## config.mk

```make
export PLATFORM = sky130hd
export DESIGN_NAME = sha256_byte_stream_hasher
export DESIGN_NICKNAME = d
export VERILOG_FILES = /design/src/sv/sha256_pkg.sv /design/src/sv/sha256_byte_stream_hasher.sv /design/src/sv/sha256_round.sv
export SDC_FILE = /design/constraint.sdc
export NUM_CORES = 2
export LEC_CHECK = 0
export BUFFER_PORTS_ARGS = -buffer_cell sky130_fd_sc_hd__clkbuf_2
export CORE_ASPECT_RATIO = 1.4
export CORE_MARGIN = 4
export CORE_UTILIZATION = 60
export DETAILED_ROUTE_END_ITERATION = 10
export PLACE_DENSITY = 0.78
export SETUP_SLACK_MARGIN = 0.5
export SLEW_MARGIN = 20
export SYNTH_ARGS = -nofsm -noshare
export SYNTH_HDL_FRONTEND = slang
export SYNTH_SLANG_ARGS = --single-unit
```

## constraint.sdc

```tcl
create_clock -name i_clk -period 9.85 [get_ports i_clk]
set_clock_uncertainty 0.1 [all_clocks]
set_input_delay 0.4925 -clock i_clk [delete_from_list [all_inputs] [get_ports i_clk]]
set_output_delay 0.4925 -clock i_clk [all_outputs]
set_load 0.05 [all_outputs]
```

## src/sv/sha256_pkg.sv

```systemverilog
// SHA-256 hasher package: payload structs, round constants, initial hash values.
// Used by sha256_round and sha256_byte_stream_hasher.
package sha256_pkg;

    localparam int WordW  = 32;
    localparam int Rounds = 64;

    typedef logic [WordW-1:0] t_word;

    localparam logic CmdAbsorb = 1'b0;
    localparam logic CmdFinish = 1'b1;

    typedef struct packed {
        logic       cmd;
        logic [7:0] data_byte;
    } t_in;

    typedef struct packed {
        logic [2:0] word_index;
        t_word      digest_word;
        logic       last;
    } t_out;

    typedef struct packed {
        t_word a, b, c, d, e, f, g, h;
    } t_vars;

    localparam t_word InitH [8] = '{
        32'h6a09e667, 32'hbb67ae85, 32'h3c6ef372, 32'ha54ff53a,
        32'h510e527f, 32'h9b05688c, 32'h1f83d9ab, 32'h5be0cd19 };

    localparam t_word RoundK [Rounds] = '{
        32'h428a2f98, 32'h71374491, 32'hb5c0fbcf, 32'he9b5dba5,
        32'h3956c25b, 32'h59f111f1, 32'h923f82a4, 32'hab1c5ed5,
        32'hd807aa98, 32'h12835b01, 32'h243185be, 32'h550c7dc3,
        32'h72be5d74, 32'h80deb1fe, 32'h9bdc06a7, 32'hc19bf174,
        32'he49b69c1, 32'hefbe4786, 32'h0fc19dc6, 32'h240ca1cc,
        32'h2de92c6f, 32'h4a7484aa, 32'h5cb0a9dc, 32'h76f988da,
        32'h983e5152, 32'ha831c66d, 32'hb00327c8, 32'hbf597fc7,
        32'hc6e00bf3, 32'hd5a79147, 32'h06ca6351, 32'h14292967,
        32'h27b70a85, 32'h2e1b2138, 32'h4d2c6dfc, 32'h53380d13,
        32'h650a7354, 32'h766a0abb, 32'h81c2c92e, 32'h92722c85,
        32'ha2bfe8a1, 32'ha81a664b, 32'hc24b8b70, 32'hc76c51a3,
        32'hd192e819, 32'hd6990624, 32'hf40e3585, 32'h106aa070,
        32'h19a4c116, 32'h1e376c08, 32'h2748774c, 32'h34b0bcb5,
        32'h391c0cb3, 32'h4ed8aa4a, 32'h5b9cca4f, 32'h682e6ff3,
        32'h748f82ee, 32'h78a5636f, 32'h84c87814, 32'h8cc70208,
        32'h90befffa, 32'ha4506ceb, 32'hbef9a3f7, 32'hc67178f2 };

endpackage

```

## src/sv/sha256_byte_stream_hasher.sv

```systemverilog
// SHA-256 byte stream hasher, top level: byte packing, padding, round sequencer, digest out.
// Depends on sha256_pkg and sha256_round.
// A data transaction (cmd 0) is absorbed in the idle state; the 64th byte of a block then
// runs the 64 rounds and a chaining add, since one shared round unit does one round a cycle.
// A finish transaction pads the remaining words of the block and runs one or two blocks (an
// extra block first zeroes its words and writes the length), then presents eight digest
// words, most significant first, one per transaction on the output; no input is taken
// until the last word has left.
module sha256_byte_stream_hasher
    import sha256_pkg::*;
(
    input  logic i_clk,
    input  logic i_rst_n,
    input  logic i_valid,
    output logic o_stall,
    input  t_in  i_data,
    output logic o_valid,
    input  logic i_stall,
    output t_out o_data
);
    typedef enum logic [2:0] {
        S_IDLE, S_PAD, S_ROUND, S_ADD, S_OUT
    } t_state;

    t_state      r_state;
    t_word       r_h [8];
    t_word       r_w [16];
    t_vars       r_v;
    logic [63:0] r_count;
    logic [5:0]  r_t;
    logic [3:0]  r_pw;
    logic        r_fin;
    logic        r_len_done;
    logic [2:0]  r_oi;

    t_vars v_next;
    t_word w_next;

    sha256_round u_round (
        .i_v(r_v), .i_w(r_w[0]), .i_t(r_t), .i_w1(r_w[1]), .i_w9(r_w[9]),
        .i_w14(r_w[14]), .o_v(v_next), .o_w_next(w_next)
    );

    logic [5:0] pos;
    logic [1:0] bsel;
    logic [3:0] widx;
    logic [63:0] bits;
    assign pos  = r_count[5:0];
    assign bsel = pos[1:0];
    assign widx = pos[5:2];
    assign bits = {r_count[60:0], 3'b000};

    assign o_stall = (r_state != S_IDLE);
    assign o_valid = (r_state == S_OUT);
    assign o_data  = '{word_index: r_oi, digest_word: r_h[r_oi], last: (r_oi == 3'd7)};

    function automatic t_word put(input t_word w, input logic [1:0] b, input logic [7:0] d);
        t_word m;
        m = w;
        m[(3 - b) * 8 +: 8] = d;
        return m;
    endfunction

    always_ff @(posedge i_clk) begin
        if (!i_rst_n) begin
            r_state <= S_IDLE;
            r_count <= '0;
            r_fin   <= 1'b0;
            r_len_done <= 1'b0;
            r_oi    <= '0;
            r_t     <= '0;
            r_pw    <= '0;
            for (int i = 0; i < 8; i++) r_h[i] <= InitH[i];
        end else begin
            unique case (r_state)
                S_IDLE: begin
                    if (i_valid) begin
                        if (i_data.cmd == CmdAbsorb) begin
                            r_w[widx] <= put(r_w[widx], bsel, i_data.data_byte);
                            r_count   <= r_count + 64'd1;
                            if (pos == 6'd63) begin
                                r_fin   <= 1'b0;
                                r_t     <= '0;
                                r_v     <= '{r_h[0], r_h[1], r_h[2], r_h[3],
                                             r_h[4], r_h[5], r_h[6], r_h[7]};
                                r_state <= S_ROUND;
                            end
                        end else begin
                            // 0x80 then zero the rest of this word
                            r_w[widx] <= put(r_w[widx], bsel, 8'h80)
                                         & ~(32'hffffffff >> ((bsel + 3'd1) * 8));
                            r_pw       <= widx + 4'd1;
                            r_fin      <= 1'b1;
                            r_len_done <= (widx < 4'd14);
                            r_state    <= (widx == 4'd15) ? S_ROUND : S_PAD;
                            r_t        <= '0;
                            r_v        <= '{r_h[0], r_h[1], r_h[2], r_h[3],
                                            r_h[4], r_h[5], r_h[6], r_h[7]};
                        end
                    end
                end
                S_PAD: begin
                    // zero remaining words; length goes in words 14, 15 of the last block
                    if (r_len_done && r_pw == 4'd14) r_w[r_pw] <= bits[63:32];
                    else if (r_len_done && r_pw == 4'd15) r_w[r_pw] <= bits[31:0];
                    else r_w[r_pw] <= '0;
                    r_pw <= r_pw + 4'd1;
                    if (r_pw == 4'd15) begin
                        r_t     <= '0;
                        r_v     <= '{r_h[0], r_h[1], r_h[2], r_h[3],
                                     r_h[4], r_h[5], r_h[6], r_h[7]};
                        r_state <= S_ROUND;
                    end
                end
                S_ROUND: begin
                    r_v <= v_next;
                    for (int i = 0; i < 15; i++) r_w[i] <= r_w[i + 1];
                    r_w[15] <= w_next;
                    r_t <= r_t + 6'd1;
                    if (r_t == 6'd63) r_state <= S_ADD;
                end
                S_ADD: begin
                    r_h[0] <= r_h[0] + r_v.a; r_h[1] <= r_h[1] + r_v.b;
                    r_h[2] <= r_h[2] + r_v.c; r_h[3] <= r_h[3] + r_v.d;
                    r_h[4] <= r_h[4] + r_v.e; r_h[5] <= r_h[5] + r_v.f;
                    r_h[6] <= r_h[6] + r_v.g; r_h[7] <= r_h[7] + r_v.h;
                    if (!r_fin) r_state <= S_IDLE;
                    else if (r_len_done) begin
                        r_oi    <= '0;
                        r_state <= S_OUT;
                    end else begin
                        // extra block: zeros then length
                        r_len_done <= 1'b1;
                        r_pw       <= '0;
                        r_state    <= S_PAD;
                    end
                end
                S_OUT: begin
                    if (!i_stall) begin
                        r_oi <= r_oi + 3'd1;
                        if (r_oi == 3'd7) begin
                            for (int i = 0; i < 8; i++) r_h[i] <= InitH[i];
                            r_count <= '0;
                            r_fin   <= 1'b0;
                            r_state <= S_IDLE;
                        end
                    end
                end
                default: r_state <= S_IDLE;
            endcase
        end
    end
endmodule

```

## src/sv/sha256_round.sv

```systemverilog
// SHA-256 round datapath: one compression round and one schedule word per call.
// Depends on sha256_pkg.
module sha256_round
    import sha256_pkg::*;
(
    input  t_vars      i_v,
    input  t_word      i_w,
    input  logic [5:0] i_t,
    input  t_word      i_w1,
    input  t_word      i_w9,
    input  t_word      i_w14,
    output t_vars      o_v,
    output t_word      o_w_next
);
    function automatic t_word rotr(input t_word x, input int n);
        rotr = (x >> n) | (x << (WordW - n));
    endfunction

    t_word s0, s1, ch, maj, t1, t2, ss0, ss1;

    always_comb begin
        s1  = rotr(i_v.e, 6) ^ rotr(i_v.e, 11) ^ rotr(i_v.e, 25);
        ch  = (i_v.e & i_v.f) ^ (~i_v.e & i_v.g);
        t1  = i_v.h + s1 + ch + RoundK[i_t] + i_w;
        s0  = rotr(i_v.a, 2) ^ rotr(i_v.a, 13) ^ rotr(i_v.a, 22);
        maj = (i_v.a & i_v.b) ^ (i_v.a & i_v.c) ^ (i_v.b & i_v.c);
        t2  = s0 + maj;
        o_v = '{a: t1 + t2, b: i_v.a, c: i_v.b, d: i_v.c,
                e: i_v.d + t1, f: i_v.e, g: i_v.f, h: i_v.g};
        // schedule: w[t+16] = w[t] + s0(w[t+1]) + w[t+9] + s1(w[t+14])
        ss0 = rotr(i_w1, 7) ^ rotr(i_w1, 18) ^ (i_w1 >> 3);
        ss1 = rotr(i_w14, 17) ^ rotr(i_w14, 19) ^ (i_w14 >> 10);
        o_w_next = i_w + ss0 + i_w9 + ss1;
    end
endmodule

```

==> results.cfg <==
[logic_synthesis]
netlist_area_mm2 = 0.0774
synth-edff-count = 896
ys_dominant_reg_cell = edfxtp_1
synth_async_sr_flop_share_pct = 0
synth_top_area_share_pct = 34.8
synth.area.top_cells = edfxtp_1 35%, mux4_2 6.5%, ha_1 6.5%, nand2_1 6.1%, dfxtp_1 5.5%
synthCells = 7688
yosysWarnings = 0
ys_seq_area_share_pct = 40.3
yosysTopAreaCell = edfxtp_1
avgSynthCellArea_um2 = 10.1
synth_cell_types = 101
synth-seq-cells = 1110
synth_fp_nets = 8297

[critical_path]
critPathSlowestCell = mux4_2
cp_slowest_stage_delay_ps = 520
crit_required_ps = 10250
path_class = register to register
cp_max_fo = 13
startpoint_type = register
path_buf_inv = 6
r2r_slack_ps = 850
cp.arrival_ps = 9400
path_delay_family = compound AO/OA/AOI/OAI gates
end_kind = register

[clock_tree]
htreeDepth = 3
clock_latency_ps = 780
clock_path_buffers = 3
cts_root_buf = clkbuf_16
path_clk_slew_ps = 70
cts_buffers = 112
clock_sinks = 1110
cts_tree = done

[detailed_routing]
drc = 0
ant_nets = 0
post_drt_wl_per_cell_um = 28.5
via_per_inst = 6.64
vias = 61800
drtPass1Iterations = 8
finalWirelength_um = 265000
drt_iter0_drc = 6338

[die]
fp-row-count = 155
coreArea_mm2 = 0.128
ioPinCount = 51
start_util_pct = 60.5
die_w_um = 312
die_area_mm2 = 0.135
die_h_um = 433

[grt]
grt_use_total_pct = 38.8
grt-ovfl-total = 0
grt_pass1_wl_um = 390000
first_global_vias = 62000
antenna_found_initial = 3
grt_max_degree = 195

[min_path]
hold_class = primary input to register

[sta]
worstMarginPinSlew_ps = 1100
rsz0062_at_grt = yes
setup-tns-final_ps = 0
setup_viol = 0
timing.final.max_slew_violations = 0
period_minus_slack_ps = 9000
maxSlewHeadroom_pct = 26.5
fmax_ghz = 0.111
finalHoldViolCount = 0
period_share_pct = 91.4

[finish]
drive_gt1_share_pct = 9.93
syn2layout_area_growth_pct = 7.42
nets = 8177

[place]
place.gp.congestion = 1.05
port_buffers = 50
hpwl_um = 194000

[run]
max_cap_violations = 0

[status]
status = finished clean
-- cells by family after synthesis --
logic type,share of synthesized area [%]
and+or+nand+nor,12.7
adders and majority gates,11.6
buffers and inverters,4.29
AOI/OAI and AO/OA,16.2
DFF,40.3
xor gates and xnor gates,6.80
muxes,8.12
-- worst min-delay path: stages --
cell	delay, ps
clkbuf_2	180
nand3_1	160
a21oi_1	70
-- per-stage QoR --
stage	utilization [%]	setup slack, ps	hold slack, ps	cell area, um2	instances
2_1_floorplan	-	934	359	77400	7688
3_3_place_gp	62.0	771	371	79300	9101
3_5_place_dp	62.0	704	382	79300	9101
4_1_cts	64.9	717	29.1	83000	9311
5_1_grt	65.0	433	85.2	83100	9311
6_report	65.0	847	77.9	83100	9316
-- cell usage after synthesis, types with 14 or more instances --
| library cell | number |
|---|---|
| o22ai_1 | 19 |
| a21boi_0 | 20 |
| and3_1 | 59 |
| clkbuf_1 | 306 |
| mux2_2 | 62 |
| xor2_1 | 237 |
| o21bai_1 | 55 |
| nand2b_1 | 64 |
| inv_1 | 440 |
| a21o_1 | 542 |
| and2_1 | 27 |
| buf_2 | 57 |
| mux4_2 | 224 |
| nor2b_1 | 66 |
| nand4_1 | 29 |
| xnor2_1 | 361 |
| edfxtp_1 | 896 |
| o21ai_0 | 409 |
| nor2_1 | 428 |
| o21a_1 | 54 |
| mux2i_1 | 54 |
| ha_1 | 401 |
| a21oi_1 | 420 |
| nor3b_1 | 16 |
| o211ai_1 | 42 |
| dfxtp_1 | 214 |
| nor3_1 | 93 |
| or3_1 | 42 |
| buf_1 | 36 |
| nand3_1 | 123 |
| fa_1 | 195 |
| a211o_1 | 22 |
| o22a_1 | 14 |
| nand2_1 | 1264 |
| o31ai_1 | 30 |
| a31oi_1 | 55 |
| a22oi_1 | 20 |
| a211oi_1 | 52 |
| or2_2 | 20 |
-- routing by layer --
metal,routed length [um],track usage [%],up-vias
met3,20200,5.82,1078
met4,30200,35.9,2
met2,128000,66.0,3401
met1,86600,41.7,30100
li1,-,-,27200
met5,13,0,-
-- final cells by class --
class	instances	area, um2
multi-input combinational	5724	43200
antenna	5	12.5
timing repair buffer	175	1230
sequential	1110	31200
inverter	445	1670
fill	9994	44700
clock buffer	137	2960
tap	1648	2060
clock inverter	72	728
-- registers in the layout, indices dropped and copies added, names as in the netlist, named ones only --
name / cells
r_v: 256
r_w: 512
r_count: 61
r_oi: 3
r_pw: 4
r_fin: 1
r_len_done: 1
r_state: 3
r_h: 256
r_t: 6
-- repair_timing --
item / in CTS / in global routing
hold buffers: 1 / 0
endpoints found under the hold margin: 1 / 0
resized for setup: 0 / 23
setup buffers: 0 / 0
endpoints found under the setup margin: 0 / 5
-- final timing paths --
kind	from	depth (start not counted)	end
setup reg to reg	r_t[0]	35	r_v[255]
setup / recovery	r_t[0]	35	r_v[255]
hold reg to reg	r_h[4][25]	2	r_h[4][25]
hold / removal	i_valid	3	r_len_done
-- placed cells by master (no fill, tap or decap), types with 195 or more instances in the layout --
master    instances
inv_1           439
fa_1            195
a21o_1          542
nor2_1          412
edfxtp_1        896
xnor2_1         361
ha_1            396
nand2_1        1260
dfxtp_1         203
mux4_2          224
a21oi_1         418
xor2_1          237
o21ai_0         390
Power is not shown: default switching activity piles up to over one toggle a cycle in this logic, so the estimate is an artifact.
